===== config.mk =====
export PLATFORM = sky130hd
export DESIGN_NAME = tm_mpdu_packet_extractor
export DESIGN_NICKNAME = d
export VERILOG_FILES = /design/src/rtl/tmpx_pkg.sv /design/src/rtl/tm_mpdu_packet_extractor.sv /design/src/rtl/tmpx_frame_track.sv /design/src/rtl/tmpx_packet_track.sv
export SDC_FILE = /design/constraint.sdc
export NUM_CORES = 1
export LEC_CHECK = 0
export BUFFER_PORTS_ARGS = -buffer_cell sky130_fd_sc_hd__clkbuf_2
export CAP_MARGIN = 30
export CORE_MARGIN = 2
export CORE_UTILIZATION = 60
export DETAILED_ROUTE_END_ITERATION = 8
export PLACE_DENSITY_LB_ADDON = 0.1
export SYNTH_ARGS = -nofsm -noshare
export SYNTH_HDL_FRONTEND = slang
export SYNTH_HIERARCHICAL = 1
export SYNTH_SLANG_ARGS = --single-unit

===== constraint.sdc =====
create_clock -name clk -period 10.8 [get_ports clk]
set_clock_uncertainty 0.05 [all_clocks]
set_input_delay 2.16 -clock clk [delete_from_list [all_inputs] [get_ports clk]]
set_output_delay 2.16 -clock clk [all_outputs]
set_load 0.05 [all_outputs]

===== src/rtl/tmpx_pkg.sv =====
// ----------------------------------------------------------------------------
// tmpx_pkg
// Shared types and constants for the TM M_PDU packet extractor.
// ----------------------------------------------------------------------------
`default_nettype none

package tmpx_pkg;

  localparam int unsigned PtrW   = 11;
  localparam int unsigned ByteW  = 8;
  localparam int unsigned HcntW  = 3;
  localparam int unsigned LeftW  = 17;

  // Special first header pointer codes
  localparam logic [PtrW-1:0] PTR_IDLE = 11'd2046;
  localparam logic [PtrW-1:0] PTR_NONE = 11'd2047;
  localparam logic [PtrW-1:0] POS_MAX  = 11'd2047;

  localparam logic [HcntW-1:0] HDR_LEN     = 3'd6;
  localparam logic [HcntW-1:0] HDR_LEN_MSB = 3'd5;

  localparam logic [PtrW-1:0] ZONE_SIZE_RST = 11'd884;

  // One accepted input item
  typedef struct packed {
    logic             frame_start;
    logic [PtrW-1:0]  header_pointer;
    logic [ByteW-1:0] zone_byte;
  } in_item_t;

  // One result item
  typedef struct packed {
    logic [ByteW-1:0] packet_byte;
    logic             packet_start;
    logic             packet_end;
    logic             packet_cut;
  } out_item_t;

  // Frame context of the byte being processed
  typedef struct packed {
    logic [PtrW-1:0] pos;     // index of byte in zone
    logic [PtrW-1:0] fp;      // first header pointer of frame
    logic            fp_ok;   // pointer names a header in this frame
    logic            active;  // frame not skipped and byte inside zone
  } frame_ctx_t;

endpackage

`default_nettype wire


===== src/rtl/tm_mpdu_packet_extractor.sv =====
// A result passes through the input register and then the output register.
// Throughput: one zone byte per cycle unless a held result waits on out_tready.
// Input and output registers hold one item each; the frame/packet logic is single-pass.
// Bytes that give no result leave the pipeline without an output cycle.
// Reset (rst_n low at a clock edge) empties both registers, closes any packet,
// ignores bytes until the next frame start and sets zone_size to 884.
// ----------------------------------------------------------------------------
// tm_mpdu_packet_extractor
// Extracts space packets from the packet zone of TM frames, byte by byte.
// ----------------------------------------------------------------------------
`default_nettype none

module tm_mpdu_packet_extractor (
  input  wire logic                       clk,
  input  wire logic                       rst_n,
  // input stream
  input  wire logic                       in_tvalid,
  output logic                            in_tready,
  input  wire logic [23:0]                in_tdata,  // header_pointer[10:0], zone_byte[18:11]
  input  wire logic [0:0]                 in_tuser,  // frame_start[0]
  // result stream
  output logic                            out_tvalid,
  input  wire logic                       out_tready,
  output logic [7:0]                      out_tdata, // packet_byte[7:0]
  output logic                            out_tlast, // packet_end
  output logic [1:0]                      out_tuser, // packet_start[0], packet_cut[1]
  // zone size register
  input  wire logic                       cfg_valid,
  output logic                            cfg_ready,
  input  wire logic [tmpx_pkg::PtrW-1:0]  cfg_data
);
  import tmpx_pkg::*;

  logic            in_v_r;
  in_item_t        in_item_r;
  logic [PtrW-1:0] zone_size_r;
  logic            out_v_r;
  out_item_t       out_item_r;

  logic            step;
  logic            res_valid;
  out_item_t       res;
  frame_ctx_t      ctx;

  // Pipeline advance
  assign step      = in_v_r && (!out_v_r || out_tready);
  assign in_tready = !in_v_r || step;
  assign cfg_ready = 1'b1;

  // Zone size register
  always_ff @(posedge clk) begin
    if (!rst_n) begin
      zone_size_r <= ZONE_SIZE_RST;
    end else if (cfg_valid) begin
      zone_size_r <= cfg_data;
    end
  end

  // Input register
  always_ff @(posedge clk) begin
    if (!rst_n) begin
      in_v_r <= 1'b0;
    end else if (in_tready) begin
      in_v_r <= in_tvalid;
    end
  end

  always_ff @(posedge clk) begin
    if (in_tvalid && in_tready) begin
      in_item_r.frame_start    <= in_tuser[0];
      in_item_r.header_pointer <= in_tdata[10:0];
      in_item_r.zone_byte      <= in_tdata[18:11];
    end
  end

  tmpx_frame_track u_frame (
    .clk       (clk),
    .rst_n     (rst_n),
    .step      (step),
    .item      (in_item_r),
    .zone_size (zone_size_r),
    .ctx       (ctx)
  );

  tmpx_packet_track u_packet (
    .clk       (clk),
    .rst_n     (rst_n),
    .step      (step),
    .ctx       (ctx),
    .zone_byte (in_item_r.zone_byte),
    .res_valid (res_valid),
    .res       (res)
  );

  // Output register
  always_ff @(posedge clk) begin
    if (!rst_n) begin
      out_v_r <= 1'b0;
    end else if (step) begin
      out_v_r <= res_valid;
    end else if (out_tready) begin
      out_v_r <= 1'b0;
    end
  end

  always_ff @(posedge clk) begin
    if (step && res_valid) begin
      out_item_r <= res;
    end
  end

  assign out_tvalid   = out_v_r;
  assign out_tdata    = out_item_r.packet_byte;
  assign out_tlast    = out_item_r.packet_end;
  assign out_tuser[0] = out_item_r.packet_start;
  assign out_tuser[1] = out_item_r.packet_cut;

  // A stalled input register means the output side is blocking
  a_stall_cause: assert property (@(posedge clk) disable iff (!rst_n)
    !in_tready |-> (in_v_r && out_v_r && !out_tready)) else $error("bad stall");

  // Cut marks only appear on a packet boundary byte
  a_cut_edge: assert property (@(posedge clk) disable iff (!rst_n)
    (out_v_r && out_item_r.packet_cut) |-> (out_item_r.packet_start || out_item_r.packet_end))
    else $error("cut on mid-packet byte");

  // A held result is not overwritten while stalled
  a_out_hold: assert property (@(posedge clk) disable iff (!rst_n)
    (out_v_r && !out_tready) |=> (out_v_r && $stable(out_item_r)))
    else $error("result lost under stall");

endmodule

`default_nettype wire


===== src/rtl/tmpx_frame_track.sv =====
// ----------------------------------------------------------------------------
// tmpx_frame_track
// Tracks zone position, first header pointer and skip flag of the frame.
// ----------------------------------------------------------------------------
`default_nettype none

module tmpx_frame_track (
  input  wire logic                     clk,
  input  wire logic                     rst_n,
  input  wire logic                     step,
  input  wire tmpx_pkg::in_item_t       item,
  input  wire logic [tmpx_pkg::PtrW-1:0] zone_size,
  output tmpx_pkg::frame_ctx_t          ctx
);
  import tmpx_pkg::*;

  logic [PtrW-1:0] pos_r, pos_nxt;
  logic [PtrW-1:0] fp_r, fp_nxt;
  logic            skip_r, skip_nxt;

  // Position and pointer for the byte in the input register
  always_comb begin
    if (item.frame_start) begin
      pos_nxt  = '0;
      fp_nxt   = item.header_pointer;
      skip_nxt = (item.header_pointer == PTR_IDLE) ||
                 ((item.header_pointer != PTR_NONE) && (item.header_pointer >= zone_size));
    end else begin
      pos_nxt  = (pos_r != POS_MAX) ? pos_r + 1'b1 : pos_r;
      fp_nxt   = fp_r;
      skip_nxt = skip_r;
    end
  end

  assign ctx.pos    = pos_nxt;
  assign ctx.fp     = fp_nxt;
  assign ctx.fp_ok  = (fp_nxt != PTR_NONE);
  assign ctx.active = !skip_nxt && (pos_nxt < zone_size);

  // Frame state, updated once per processed item
  always_ff @(posedge clk) begin
    if (!rst_n) begin
      pos_r  <= '0;
      fp_r   <= PTR_NONE;
      skip_r <= 1'b1;
    end else if (step) begin
      pos_r  <= pos_nxt;
      fp_r   <= fp_nxt;
      skip_r <= skip_nxt;
    end
  end

endmodule

`default_nettype wire


===== src/rtl/tmpx_packet_track.sv =====
// ----------------------------------------------------------------------------
// tmpx_packet_track
// Follows packet headers and lengths, marks start, end and cut bytes.
// ----------------------------------------------------------------------------
`default_nettype none

module tmpx_packet_track (
  input  wire logic                       clk,
  input  wire logic                       rst_n,
  input  wire logic                       step,
  input  wire tmpx_pkg::frame_ctx_t       ctx,
  input  wire logic [tmpx_pkg::ByteW-1:0] zone_byte,
  output logic                            res_valid,
  output tmpx_pkg::out_item_t             res
);
  import tmpx_pkg::*;

  logic             in_pkt_r, in_pkt_nxt;
  logic [HcntW-1:0] hcnt_r, hcnt_nxt;
  logic [ByteW-1:0] len_hi_r, len_hi_nxt;
  logic [LeftW-1:0] left_r, left_nxt;

  logic             hdr_here, start, brk_next, is_end, is_cut, open;
  logic [HcntW-1:0] hcnt_s;
  logic [LeftW-1:0] left_s;
  logic [PtrW:0]    pos_inc;

  // Packet step for one zone byte
  always_comb begin
    pos_inc  = {1'b0, ctx.pos} + 1'b1;
    hdr_here = ctx.fp_ok && (ctx.pos == ctx.fp);
    start    = hdr_here || (!in_pkt_r && ctx.fp_ok && (ctx.pos > ctx.fp));
    brk_next = ctx.fp_ok && (pos_inc == {1'b0, ctx.fp});
    open     = start || in_pkt_r;
    hcnt_s   = start ? '0 : hcnt_r;
    left_s   = start ? '0 : left_r;

    is_end     = 1'b0;
    is_cut     = hdr_here && in_pkt_r;
    hcnt_nxt   = hcnt_s;
    left_nxt   = left_s;
    len_hi_nxt = len_hi_r;

    if (hcnt_s < HDR_LEN) begin
      hcnt_nxt = hcnt_s + 1'b1;
      if (hcnt_nxt == HDR_LEN_MSB) begin
        len_hi_nxt = zone_byte;
      end else if (hcnt_nxt == HDR_LEN) begin
        left_nxt = {1'b0, len_hi_r, zone_byte} + 1'b1;
      end
    end else begin
      left_nxt = (left_s != '0) ? left_s - 1'b1 : left_s;
      is_end   = (left_nxt == '0);
    end

    // next byte is the pointed header: close here
    if (!is_end && brk_next) begin
      is_end = 1'b1;
      is_cut = 1'b1;
    end

    in_pkt_nxt = 1'b1;
    if (is_end) begin
      in_pkt_nxt = 1'b0;
      hcnt_nxt   = '0;
      left_nxt   = '0;
    end

    res_valid        = ctx.active && open;
    res.packet_byte  = zone_byte;
    res.packet_start = start;
    res.packet_end   = is_end;
    res.packet_cut   = is_cut;
  end

  // Packet state, held when the byte gives no result
  always_ff @(posedge clk) begin
    if (!rst_n) begin
      in_pkt_r <= 1'b0;
      hcnt_r   <= '0;
      len_hi_r <= '0;
      left_r   <= '0;
    end else if (step && res_valid) begin
      in_pkt_r <= in_pkt_nxt;
      hcnt_r   <= hcnt_nxt;
      len_hi_r <= len_hi_nxt;
      left_r   <= left_nxt;
    end
  end

  // Header count never runs past the primary header
  a_hcnt_range: assert property (@(posedge clk) disable iff (!rst_n)
    hcnt_r <= HDR_LEN) else $error("header count out of range");

  // Closed packet carries no header progress or length
  a_idle_clear: assert property (@(posedge clk) disable iff (!rst_n)
    !in_pkt_r |-> (hcnt_r == '0 && left_r == '0)) else $error("stale packet state");

  // Length is only loaded once the header is complete
  a_left_hdr: assert property (@(posedge clk) disable iff (!rst_n)
    (left_r != '0) |-> (hcnt_r == HDR_LEN)) else $error("length before header end");

endmodule

`default_nettype wire

== After elaboration in Yosys (flattened, before gate mapping) ==
Cells that the tools add are included.
Storage, ports and cells
  register bits: 96
  input bits: 41
Operators by class
  add/subtract/negate cells: 5
  $lt $le $gt $ge: 4
  eq/ne operators: 8
  multiplexer cells: 18
  reductions and logical operators: 26
Operator list (number)
  2-to-1 mux 17 bit: 6
  2-to-1 mux 11 bit: 3
  inequality test 11 bit (second input constant): 3
  adder 16 x 1 -> 17 bit (second input constant): 1
  logical NOT 17 bit: 1
  nonzero test 17 bit: 1
  subtractor 17 x 1 -> 17 bit (second input constant): 1
  adder 11 x 1 -> 12 bit (second input constant): 1
  equality test 12 x 11 -> 1 bit: 1
  logical AND 1 bit: 12
  adder 11 x 1 -> 11 bit (second input constant): 1
  equality test 11 bit: 1
  equality test 11 bit (second input constant): 1
  >= comparator 11 bit: 1
  greater-than comparator 11 bit: 1
  less-than comparator 11 bit: 1
  2-to-1 mux 3 bit: 3
  equality test 3 bit (second input constant): 2
  2-to-1 mux 1 bit: 6
  logical NOT 1 bit: 5
  logical OR 1 bit: 5
  adder 3 x 1 -> 3 bit (second input constant): 1
  less-than comparator 3 bit (second input constant): 1
  AND reduction 3 bit: 1
  nonzero test 2 bit: 1

== Depth between registers and ports, before layout ==
Gate-level depths: netlist (run 1).
  depth after elaboration: 15
  depth in mapped cells: 25
  gate-level depth less buffers: 21

== Modules after synthesis ==
Netlist (run 1), hierarchy kept.
By module, submodules not included
  tmpx_packet_track: instances 1, cells an instance 414, area each 3090.5 sq um, seq. area each 580.6 sq um
  tmpx_frame_track: instances 1, cells an instance 247, area each 1884.3 sq um, seq. area each 460.4 sq um
  tm_mpdu_packet_extractor: instances 1, cells an instance 81, area each 1440.1 sq um, seq. area each 1191.1 sq um

== Worst setup path before layout (run 1) ==
Ideal clock, no wire load.
  path kind: register to register
  start: register u_frame.pos_r[0]
  end: register u_packet.left_r[1]
  setup time: 0.122 ns
  data arrival time: 5.420 ns
  path slack: 5.209 ns
  cell stages (with the launch flop): 24
  clock period less this slack: 5.591 ns
  cell sequence: dfxtp_1 > ha_1 > and3_1 > buf_4 > and4b_1 > nor3_1 > ha_1 > nand4_1 > a211oi_1 > o31a_1 > nor2_2 > clkbuf_1 > nand2_1 > ha_1 > clkbuf_1 > nand3_1 > or4_1 > o211ai_1 > a222oi_1 > nor4_4 > a21boi_2 > and3_1 > buf_6 > a221o_1
RTL lines
  from (decl): line tmpx_frame_track.sv:17  | logic [PtrW-1:0] pos_r, pos_nxt;
  from (signal assigned): line tmpx_frame_track.sv:47  | pos_r <= pos_nxt;
  to (signal assigned): line tmpx_packet_track.sv:87  | left_r <= left_nxt;
  to (decl): line tmpx_packet_track.sv:21  | logic [LeftW-1:0] left_r, left_nxt;

==> results_dict.tcl, run 1 <==
set metrics [dict create \
    max_stage_delay_ps 670 \
    critical_path_class "register to register" \
    place_area_sq_mm 0.00662 \
    initial_antenna_violation_count 0 \
    measured_slew_at_the_worst_slew_check_pin_ps 903 \
    fp.coreArea_sq_mm 0.0104 \
    synth_cells 742 \
    floorplan.die_area_sq_mm 0.0115 \
    syn_area_per_cell_sq_um 8.65 \
    clk_root_buffer_cell "sky130_fd_sc_hd__clkbuf_8" \
    chip_height_microns 107 \
    htree_levels 3 \
    maxSlewViolCount 0 \
    cap_viol_max_count 0 \
    muxShareOfSynthArea 0.0577 \
    dominantRegCellSynth "sky130_fd_sc_hd__dfxtp_1" \
    synth_top_cell_by_area "sky130_fd_sc_hd__dfxtp_1" \
    drtAntennaViolNets 0 \
    critPathMaxFanout 19 \
    slew_headroom 0.396 \
    multiInputGateArea_sq_mm 0.00374 \
    finalWorstPathRequiredPeriod_ps 6690 \
    routed_wire_length_per_instance_microns 17.9 \
    xor_xnor_share_of_the_synthesized_area 0.0490 \
    grt_max_degree 45 \
    synth.top_cells.by_count "77 x sky130_fd_sc_hd__nand2_1, 65 x sky130_fd_sc_hd__dfxtp_1, 52 x sky130_fd_sc_hd__inv_1, 48 x sky130_fd_sc_hd__o21ai_0, 43 x sky130_fd_sc_hd__nor2_1" \
    post_synth_instance_area_sq_mm 0.00641 \
    vdd_ir_drop_max_v 0.000115 \
    unrepaired_setup_endpoints_after_global_routing "no" \
    antenna_cells 0 \
    holdBufCountCts 0 \
    grt_pass1_vias 5516 \
    track_usage 0.294 \
    clkSinkCount 96 \
    detailedRoute.firstPassIterationCount 7 \
    synth_adder_area_share 0.0761 \
    route.final.wire_length_mm 16.2 \
    gpl.final_weighted_congestion 0.930 \
    met2_length_mm 7.25 \
    m1WireLength_mm 7.31 \
    std_cell_rows 37 \
    cts_max_path_buffers 2 \
    hold_class "register to register" \
    post_cts_resize_count 0 \
    synth.distinct_cells 77 \
    dr_wl_met3_mm 1.37 \
    clock_tree_from_tritoncts "done" \
    total_overflow_reported_by_the_global_router 0 \
    critical-path-top-cell-by-count "sky130_fd_sc_hd__ha_1" \
    number_of_synthesized_flops_with_an_enable_pin 31 \
    tritoncts.num_buffers 9 \
    postCtsSetupBuffers 0 \
    synth_top_family_by_area "simple AND/OR/NAND/NOR gates" \
    fmaxAchievable_ghz 0.149 \
    post-route-drc-count 0 \
    topRoutingLayerUsed "met4" \
    sequential_standard_cell_area_sq_mm 0.00223 \
    setup-violations-final 0 \
    crit_chain "ha_1 > and3_1 > nand3_4 > and4_1 > xnor2_1 > nor2_1 > ha_1 > a41oi_1 > o21ai_0 > a31o_2 > nor2_2 > nand2_1 > ha_1 > nand3_1 > or4_1 > o211ai_1 > a222oi_1 > nor4_4 > a21boi_2 > and3_1 > a32o_1" \
    leakage_nw 2.83 \
    post-route-period-util 0.620 \
    worstPathArrival_ps 6980 \
    cts.reportedPaths.clkPinSlew_ps 120 \
    global_route_wire_length_before_repair_mm 26.8 \
    synth_compound_gate_area_share 0.177 \
    final_layout_size_suffix_gt1_frac 0.125 \
    synth_top_cells_by_area "sky130_fd_sc_hd__dfxtp_1 20%, sky130_fd_sc_hd__edfxtp_1 15%, sky130_fd_sc_hd__ha_1 7.6%" \
    pwr_density_cell_mw_per_mm2 102 \
    fin_nets 846 \
    pin_count 55 \
    netlist.area_leader.share 0.203 \
    end_kind "register" \
    clk-insertion-delay-late_ps 380 \
    final_count_of_hold_timing_violations 0 \
    fillers 915 \
    area_grow_syn2layout_pct 6.57 \
    timing.critical_path.slowest_stage_cell "sky130_fd_sc_hd__nor2_2" \
    cp.buffers_inverters 0 \
    crit_required_ps 11090 \
    drt_iter0_drc 544 \
    post-dp-hpwl_mm 12.0 \
    final_design_area_no_fill_sq_mm 0.00684 \
    yosys_register_bits 96 \
    synth_sequential_area_ratio 0.348 \
    start_kind "register" \
    floorplan.die.width_microns 107 \
    outcome "complete, no violations" \
    cp_top_family "simple AND/OR/NAND/NOR gates" \
    via_count 5771 \
    synthMostInstantiatedCell "sky130_fd_sc_hd__nand2_1" \
    ys_async_sr_fraction 0 \
    fin_tns_setup_ps 0 \
    post_synth_and_or_nand_nor_area_fraction 0.222 \
    floorplan.initialDensity 0.619 \
    yosysWarningCount 6 \
    syn_nets 822 \
    drt_via_density 6.36 \
    io_buffers 48 \
]
-- per-stage QoR --
step,utilization,total power [mW],hold slack (ps),setup slack [ps],instances
finish,0.659,0.698,438,4110,907
global route,0.659,0.727,474,3650,907
CTS,0.658,0.704,439,4210,906
detailed placement,0.639,0.465,412,4210,890
global placement,0.638,0.461,406,4240,889
floorplan,-,0.444,391,5210,742
-- power by group --
part	leakage, nW	switching, mW	internal [mW]
logic	1.90	0.0413	0.0271
clock network	0.0994	0.148	0.0920
registers	0.830	0.00822	0.381
-- path summary, 6_finish.rpt --
check	end	start	slack [ps]	depth (start not counted)
max	u_packet/left_r[9]$_SDFFE_PN0P_	u_frame/pos_r[0]$_SDFFE_PN0P_	4110	21
min reg2reg	u_frame/fp_r[6]$_SDFFE_PN1P_	u_frame/fp_r[6]$_SDFFE_PN1P_	440	2
max reg2reg	u_packet/left_r[9]$_SDFFE_PN0P_	u_frame/pos_r[0]$_SDFFE_PN0P_	4110	21
min	u_frame/fp_r[6]$_SDFFE_PN1P_	u_frame/fp_r[6]$_SDFFE_PN1P_	440	2
-- logic make-up (layout without fill, tap and decap cells) --
| group | after synthesis | count (layout) |
|---|---|---|
| AND/OR/NAND/NOR | 273 | 273 |
| AO/OA/AOI/OAI | 167 | 167 |
| flip-flops | 96 | 96 |
| buffers and inverters | 94 | 123 |
| adder cells (fa/ha/maj) | 39 | 39 |
| multiplexers | 37 | 37 |
| XOR/XNOR | 35 | 35 |
| other | 1 | 1 |
-- placed cells by master, fill, tap and decap left out, drive strengths merged, types with 9 or more instances in the layout --
cell | synthesis | final
nand2 | 77 | 77
dfxtp | 65 | 65
clkbuf | 17 | 57
inv | 52 | 55
o21ai | 50 | 50
nor2 | 44 | 44
nand3 | 40 | 40
ha | 39 | 39
mux2i | 37 | 37
edfxtp | 31 | 31
a21oi | 30 | 30
nor3 | 21 | 21
nor2b | 20 | 20
xnor2 | 19 | 19
xor2 | 16 | 16
nand4 | 13 | 13
a31oi | 13 | 13
o211ai | 10 | 10
nor4 | 9 | 9
-- flip-flops by register name, summed over array words and instances (netlist names) --
signal             flops
u_packet/in_pkt_r      1
out_tlast              1
u_frame/fp_r          11
in_item_r             20
u_frame/skip_r         1
u_packet/left_r       17
out_tuser              2
in_v_r                 1
out_tvalid             1
u_frame/pos_r         11
out_tdata              8
u_packet/len_hi_r      8
u_packet/hcnt_r        3
zone_size_r           11
-- area by class of cell --
class,count,area share
Clock buffer,9,0.0181
Clock inverter,7,0.0117
Inverter,52,0.0286
Multi-Input combinational cell,552,0.547
Sequential cell,96,0.327
Tap cell,136,0.0249
Timing Repair Buffer,55,0.0430
-- tightest hold or removal path, stage by stage (launching register included) --
cell	delay (ps)
sky130_fd_sc_hd__dfxtp_1	340
sky130_fd_sc_hd__o21ai_0	70
sky130_fd_sc_hd__nand2_1	60
-- metal layers --
metal / global-route usage / vias to the layer above
met5: 0 / -
met4: 0.106 / 0
met3: 0.0575 / 27
met2: 0.465 / 235
met1: 0.403 / 2766
li1: - / 2743
No activity file was read; power rests on OpenSTA's default activity.
==> run 2, diff against run 1 <==
--- a/config.mk
+++ b/config.mk
@@ -5,10 +5,11 @@
 export SDC_FILE = /design/constraint.sdc
 export NUM_CORES = 1
 export LEC_CHECK = 0
+export ABC_AREA = 1
 export BUFFER_PORTS_ARGS = -buffer_cell sky130_fd_sc_hd__clkbuf_2
 export CAP_MARGIN = 30
 export CORE_MARGIN = 2
-export CORE_UTILIZATION = 60
+export CORE_UTILIZATION = 55
 export DETAILED_ROUTE_END_ITERATION = 8
 export PLACE_DENSITY_LB_ADDON = 0.1
 export SYNTH_ARGS = -nofsm -noshare
==> constraint.sdc (replaced) <==
create_clock -name clk -period 5.7 [get_ports clk]
set_clock_uncertainty 0.05 [all_clocks]
set_input_delay 1.14 -clock clk [delete_from_list [all_inputs] [get_ports clk]]
set_output_delay 1.14 -clock clk [all_outputs]
set_load 0.05 [all_outputs]
==> results_dict.tcl, run 2 <==
set metrics [dict create \
    synth_top_cell_by_area "sky130_fd_sc_hd__dfxtp_1" \
    start_kind "register" \
    clock_tree_from_tritoncts "done" \
    floorplan.die.width_microns 114 \
    maxSlewViolCount 0 \
    chip_height_microns 114 \
    finalWorstPathRequiredPeriod_ps 5110 \
    area_grow_syn2layout_pct 7.66 \
    synth_top_cells_by_area "sky130_fd_sc_hd__dfxtp_1 20%, sky130_fd_sc_hd__edfxtp_1 14%, sky130_fd_sc_hd__nand2_1 12%" \
    final_common_cell "sky130_fd_sc_hd__nand2_1" \
    syn_area_per_cell_sq_um 7.25 \
    crit_required_ps 5870 \
    hold_wc_startpoint "zone_size_r[6]$_SDFFE_PN1P_" \
    via_count 6154 \
    cap_viol_max_count 0 \
    r2r_setup_slack_ps 590 \
    critical_path_class "register to register" \
    totalPowerFinal_mw 1.53 \
    grt_busiest_layer "met2" \
    grt_pass1_vias 5783 \
    grt_max_degree 34 \
    yosysWarningCount 6 \
    fin_worst_hold_slack_ps 415 \
    clk_root_buffer_cell "sky130_fd_sc_hd__clkbuf_16" \
    worstRegToRegCells 26 \
    post_cts_resize_count 0 \
    largest_registers "in_item_r: 20 flops, u_packet/left_r: 17 flops" \
    netlist.area_leader.share 0.196 \
    ys_async_sr_fraction 0 \
    htree_levels 3 \
    std_cell_rows 40 \
    slew_headroom 0.438 \
    post_synth_and_or_nand_nor_area_fraction 0.283 \
    hold_class "register to register" \
    route.final.wire_length_mm 16.7 \
    stdcell_count 1093 \
    fillers 1144 \
    use_met3 0.0319 \
    synthMostInstantiatedCell "sky130_fd_sc_hd__nand2_1" \
    final_layout_size_suffix_gt1_frac 0.145 \
    muxShareOfSynthArea 0 \
    reg2reg_to "u_packet/left_r[1]$_SDFFE_PN0P_" \
    synth_cells 916 \
    antenna_cells 0 \
    grtUsageMet1 0.393 \
    end_kind "register" \
    fmaxAchievable_ghz 0.196 \
    cts_max_path_buffers 2 \
    global_route.usage.met2 0.417 \
    fin_tns_setup_ps 0 \
    post-dp-hpwl_mm 12.3 \
    leakage_nw 3.41 \
    io_buffers 48 \
    post_synth_instance_area_sq_mm 0.00665 \
    post-route-drc-count 0 \
    critical_path.reg2reg.startpoint "u_frame/pos_r[0]$_SDFFE_PN0P_" \
    postLayoutCoreUtil 0.601 \
    detailedRoute.firstPassIterationCount 5 \
    outcome "complete, no violations" \
    postCtsSetupBuffers 0 \
    placedCellCount 1077 \
    global_route_wire_length_before_repair_mm 27.9 \
    setup-violations-final 0 \
    max_ffs_per_register 20 \
    floorplan.die_area_sq_mm 0.0130 \
    fp.coreArea_sq_mm 0.0119 \
    vdd_ir_drop_max_v 0.000174 \
    synth.top_cells.by_count "221 x sky130_fd_sc_hd__nand2_1, 109 x sky130_fd_sc_hd__inv_1, 71 x sky130_fd_sc_hd__o21ai_0, 68 x sky130_fd_sc_hd__a21oi_1, 65 x sky130_fd_sc_hd__dfxtp_1" \
    holdBufCountCts 0 \
    clk-insertion-delay-late_ps 360 \
    track_usage 0.270 \
    synth.distinct_cells 50 \
    floorplan.initialDensity 0.558 \
    drtAntennaViolNets 0 \
    syn_nets 996 \
    clkSinkCount 96 \
    worst_slack_ps 587 \
    dominantRegCellSynth "sky130_fd_sc_hd__dfxtp_1" \
    pwr_density_cell_mw_per_mm2 214 \
    critPathMaxFanout 20 \
    layout_common_cells "221 x sky130_fd_sc_hd__nand2_1, 109 x sky130_fd_sc_hd__inv_1, 71 x sky130_fd_sc_hd__o21ai_0" \
    xor_xnor_share_of_the_synthesized_area 0.0459 \
    final_count_of_hold_timing_violations 0 \
    drt_iter0_drc 570 \
    synth_top_family_by_area "simple AND/OR/NAND/NOR gates" \
    measured_slew_at_the_worst_slew_check_pin_ps 830 \
    routed_wire_length_per_instance_microns 15.2 \
    drt_via_density 5.63 \
    number_of_synthesized_flops_with_an_enable_pin 31 \
    max_flop_register "in_item_r" \
    pin_count 55 \
    place_area_sq_mm 0.00686 \
    worstPathArrival_ps 5280 \
    unrepaired_setup_endpoints_after_global_routing "no" \
    post-place-ws_ps 476 \
    synth_compound_gate_area_share 0.151 \
    synth_adder_area_share 0.0734 \
    yosys_register_bits 96 \
    fin_nets 1021 \
    final_design_area_no_fill_sq_mm 0.00715 \
    tritoncts.num_buffers 9 \
    total_overflow_reported_by_the_global_router 0 \
    initial_antenna_violation_count 0 \
    worst_case_hold_path_end_point "zone_size_r[6]$_SDFFE_PN1P_" \
    synth_sequential_area_ratio 0.336 \
    hold-path-cell-count 2 \
    cts.reportedPaths.clkPinSlew_ps 80 \
    gpl.final_weighted_congestion 0.966 \
    post-route-period-util 0.897 \
]
==> run 2: worst max-delay path by stage <==
stage / startpoint / endpoint / slack [ps] / depth (start not counted)
after floorplan: u_frame/pos_r[0]$_SDFFE_PN0P_ / out_tuser[1]$_DFFE_PP_ / 1460 / 29
after global placement: u_frame/pos_r[0]$_SDFFE_PN0P_ / u_packet/left_r[8]$_SDFFE_PN0P_ / 540 / 29
after detailed placement: u_frame/pos_r[0]$_SDFFE_PN0P_ / u_packet/left_r[8]$_SDFFE_PN0P_ / 480 / 26
after CTS: u_frame/pos_r[0]$_SDFFE_PN0P_ / u_packet/left_r[8]$_SDFFE_PN0P_ / 470 / 26
after global routing: u_frame/pos_r[0]$_SDFFE_PN0P_ / u_packet/in_pkt_r$_SDFFE_PN0P_ / 50 / 29
final: u_frame/pos_r[0]$_SDFFE_PN0P_ / u_packet/left_r[1]$_SDFFE_PN0P_ / 590 / 26
==> run 2: final cells by class <==
class	count	area, sq um	share of cell area
multi-input cells	659	3690	0.516
flip-flops and latches	96	2230	0.312
inverters	115	433	0.0605
repair buffers	60	330	0.0462
clock buffers	9	225	0.0315
well taps	147	184	0.0257
clock inverters	7	61.3	0.00857
==> run 2: cells by family after synthesis <==
logic type               Yosys count
buffers and inverters            161
AND/OR/NAND/NOR                  405
flip-flops                        96
adder cells (fa/ha/maj)           39
other                              1
AO/OA/AOI/OAI                    180
XOR/XNOR                          34
==> run 2: routing by layer <==
layer	vias to the layer above	routed length, microns
li1	3082	-
met1	2870	8160
met2	186	7330
met3	16	953
met4	0	215
met5	-	0
==> run 2: worst max-delay path, cell delays in order (launching register included) <==
cell                      delay, ps
sky130_fd_sc_hd__dfxtp_1        440
sky130_fd_sc_hd__ha_1           240
sky130_fd_sc_hd__nand2_2         90
sky130_fd_sc_hd__nor2_4         150
sky130_fd_sc_hd__nand3_4        160
sky130_fd_sc_hd__a21o_2         220
sky130_fd_sc_hd__nand3_1        100
sky130_fd_sc_hd__inv_1          150
sky130_fd_sc_hd__ha_1           350
sky130_fd_sc_hd__nand2_1         60
sky130_fd_sc_hd__nor2_1         160
sky130_fd_sc_hd__nand2_1         90
sky130_fd_sc_hd__inv_1          100
sky130_fd_sc_hd__a21oi_2         50
sky130_fd_sc_hd__buf_4          160
sky130_fd_sc_hd__nand2_1        100
sky130_fd_sc_hd__ha_1           240
sky130_fd_sc_hd__nand2_2        120
sky130_fd_sc_hd__nor2_4         240
sky130_fd_sc_hd__nand3_2        390
sky130_fd_sc_hd__o21ai_0        260
sky130_fd_sc_hd__nand3_1        110
sky130_fd_sc_hd__nor2_1         230
sky130_fd_sc_hd__nand3_4        290
sky130_fd_sc_hd__buf_4          260
sky130_fd_sc_hd__nand4_1         60
sky130_fd_sc_hd__a21oi_1         60
==> run 2: report_power, final <==
group	total (mW)	leakage [nW]	internal (mW)	switching (mW)
sequential	0.752	0.832	0.731	0.0214
clock	0.603	0.141	0.306	0.296
combinational	0.174	2.44	0.0631	0.111
==> run 3, diff against run 2 <==
--- a/config.mk
+++ b/config.mk
@@ -5,7 +5,6 @@
 export SDC_FILE = /design/constraint.sdc
 export NUM_CORES = 1
 export LEC_CHECK = 0
-export ABC_AREA = 1
 export BUFFER_PORTS_ARGS = -buffer_cell sky130_fd_sc_hd__clkbuf_2
 export CAP_MARGIN = 30
 export CORE_MARGIN = 2
==> results_dict.tcl, run 3 (same netlist as run 1, synthesis figures left out) <==
set metrics [dict create \
    outcome "complete, no violations" \
    setup-violations-final 0 \
    route.final.wire_length_mm 16.4 \
    routed_wire_length_per_instance_microns 17.6 \
    hold-path-cell-count 2 \
    largest_registers "in_item_r: 20 flops, u_packet/left_r: 17 flops" \
    total_overflow_reported_by_the_global_router 0 \
    finalWorstPathRequiredPeriod_ps 5330 \
    post-route-period-util 0.934 \
    std_cell_rows 39 \
    start_kind "register" \
    use_met3 0.0550 \
    holdBufCountCts 0 \
    clock_tree_from_tritoncts "done" \
    global_route_wire_length_before_repair_mm 26.5 \
    via_count 5675 \
    io_buffers 48 \
    gpl.final_weighted_congestion 0.995 \
    grt_busiest_layer "met1" \
    grt_max_degree 45 \
    grtUsageMet1 0.382 \
    post-route-drc-count 0 \
    fin_worst_hold_slack_ps 426 \
    initial_antenna_violation_count 0 \
    vdd_ir_drop_max_v 0.000218 \
    clk-insertion-delay-late_ps 360 \
    grt_pass1_vias 5313 \
    track_usage 0.263 \
    hold_class "register to register" \
    clkSinkCount 96 \
    chip_height_microns 112 \
    floorplan.die.width_microns 112 \
    max_ffs_per_register 20 \
    post-place-ws_ps 34.8 \
    place_area_sq_mm 0.00676 \
    max_flop_register "in_item_r" \
    max_stage_delay_ps 600 \
    end_kind "register" \
    floorplan.die_area_sq_mm 0.0125 \
    leakage_nw 2.96 \
    measured_slew_at_the_worst_slew_check_pin_ps 831 \
    detailedRoute.firstPassIterationCount 5 \
    fmaxAchievable_ghz 0.188 \
    final_layout_size_suffix_gt1_frac 0.152 \
    fp.coreArea_sq_mm 0.0114 \
    maxSlewViolCount 0 \
    drt_via_density 6.10 \
    critical_path_cell_count 21 \
    fin_nets 863 \
    cp.buffers_inverters 0 \
    post-dp-hpwl_mm 12.0 \
    htree_levels 3 \
    critPathMaxFanout 10 \
    slew_headroom 0.444 \
    clk_root_buffer_cell "sky130_fd_sc_hd__clkbuf_16" \
    tritoncts.num_buffers 9 \
    floorplan.initialDensity 0.562 \
    crit_chain "ha_2 > and3_4 > nand3_4 > and4_1 > xnor2_1 > nor2_1 > ha_1 > nand4_1 > a211oi_2 > o31a_1 > nor2_2 > nand2_1 > ha_1 > nand3_1 > or4_1 > o211ai_1 > a222oi_1 > nor4_4 > a21boi_4 > and3_4 > a221o_1" \
    worstPathArrival_ps 5530 \
    drtAntennaViolNets 0 \
    critical_path_class "register to register" \
    antenna_cells 0 \
    cts_max_path_buffers 2 \
    global_route.usage.met2 0.381 \
    drt_iter0_drc 415 \
    pin_count 55 \
    layout_common_cells "77 x sky130_fd_sc_hd__nand2_1, 64 x sky130_fd_sc_hd__dfxtp_1, 52 x sky130_fd_sc_hd__inv_1" \
    cap_viol_max_count 0 \
    worstRegToRegCells 21 \
    cp_top_family "simple AND/OR/NAND/NOR gates" \
    crit_required_ps 5900 \
    final_common_cell "sky130_fd_sc_hd__nand2_1" \
    worst_slack_ps 374 \
    area_grow_syn2layout_pct 11.0 \
    cts.reportedPaths.clkPinSlew_ps 80 \
    timing.critical_path.slowest_stage_cell "sky130_fd_sc_hd__or4_1" \
    final_count_of_hold_timing_violations 0 \
    final_design_area_no_fill_sq_mm 0.00712 \
    pwr_density_cell_mw_per_mm2 209 \
]
run 3: cell types whose count changed in the layout (fill, tap and decap cells not counted), sizes merged, moves of 32 or more:
cell / change
nand2: -155
inv: -64
a21oi: -42
mux2i: +37
o21ai: -32
run 3: path summary, 6_finish.rpt:
check        slack [ps]                           from                         endpoint
max                 370  u_frame/pos_r[0]$_SDFFE_PN0P_  u_packet/left_r[1]$_SDFFE_PN0P_
min                 430    zone_size_r[4]$_SDFFE_PN1P_      zone_size_r[4]$_SDFFE_PN1P_
max reg2reg         370  u_frame/pos_r[0]$_SDFFE_PN0P_  u_packet/left_r[1]$_SDFFE_PN0P_
min reg2reg         430    zone_size_r[4]$_SDFFE_PN1P_      zone_size_r[4]$_SDFFE_PN1P_
run 3: per-layer routing:
metal  part of all wire  vias to the layer above
li1                   -                     2777
met1               0.47                     2652
met2               0.43                      220
met3              0.079                       26
met4              0.019                        0
met5                  0                        -
run 3: report_power, final:
group	internal, mW	total (mW)	leakage, nW	switching (mW)
logic	0.0525	0.131	1.99	0.0789
registers	0.722	0.737	0.831	0.0150
clock network	0.310	0.619	0.140	0.309
total	1.09	1.49	2.96	0.403
run 3: timing repair:
action                     in CTS  in global routing
gates resized for setup         0                 11
setup buffers                   0                  2
setup endpoints to repair       0                 23
run 3: per-stage QoR:
stage          utilization  setup TNS, ps  std cells  power, mW
6_report             0.624              0        931       1.49
4_1_cts              0.618              0        929       1.50
3_3_place_gp         0.591              0        912      0.875
3_5_place_dp         0.592              0        913      0.882
5_1_grt              0.624           -699        931       1.54
2_1_floorplan            -              0        742      0.841
run 3: layout make-up:
class                           count  area (sq um)
Clock buffer                        9           225
Clock inverter                      7          76.3
Fill cell                        1019          4300
Inverter                           52           195
Multi-Input combinational cell    552          3780
Sequential cell                    96          2230
Tap cell                          143           179
Timing Repair Buffer               72           428
run 3: worst min-delay path, stage by stage, from the launching register on:
cell and delay [ps]:
sky130_fd_sc_hd__dfxtp_1 330, sky130_fd_sc_hd__mux2i_1 60, sky130_fd_sc_hd__nand2_1 60
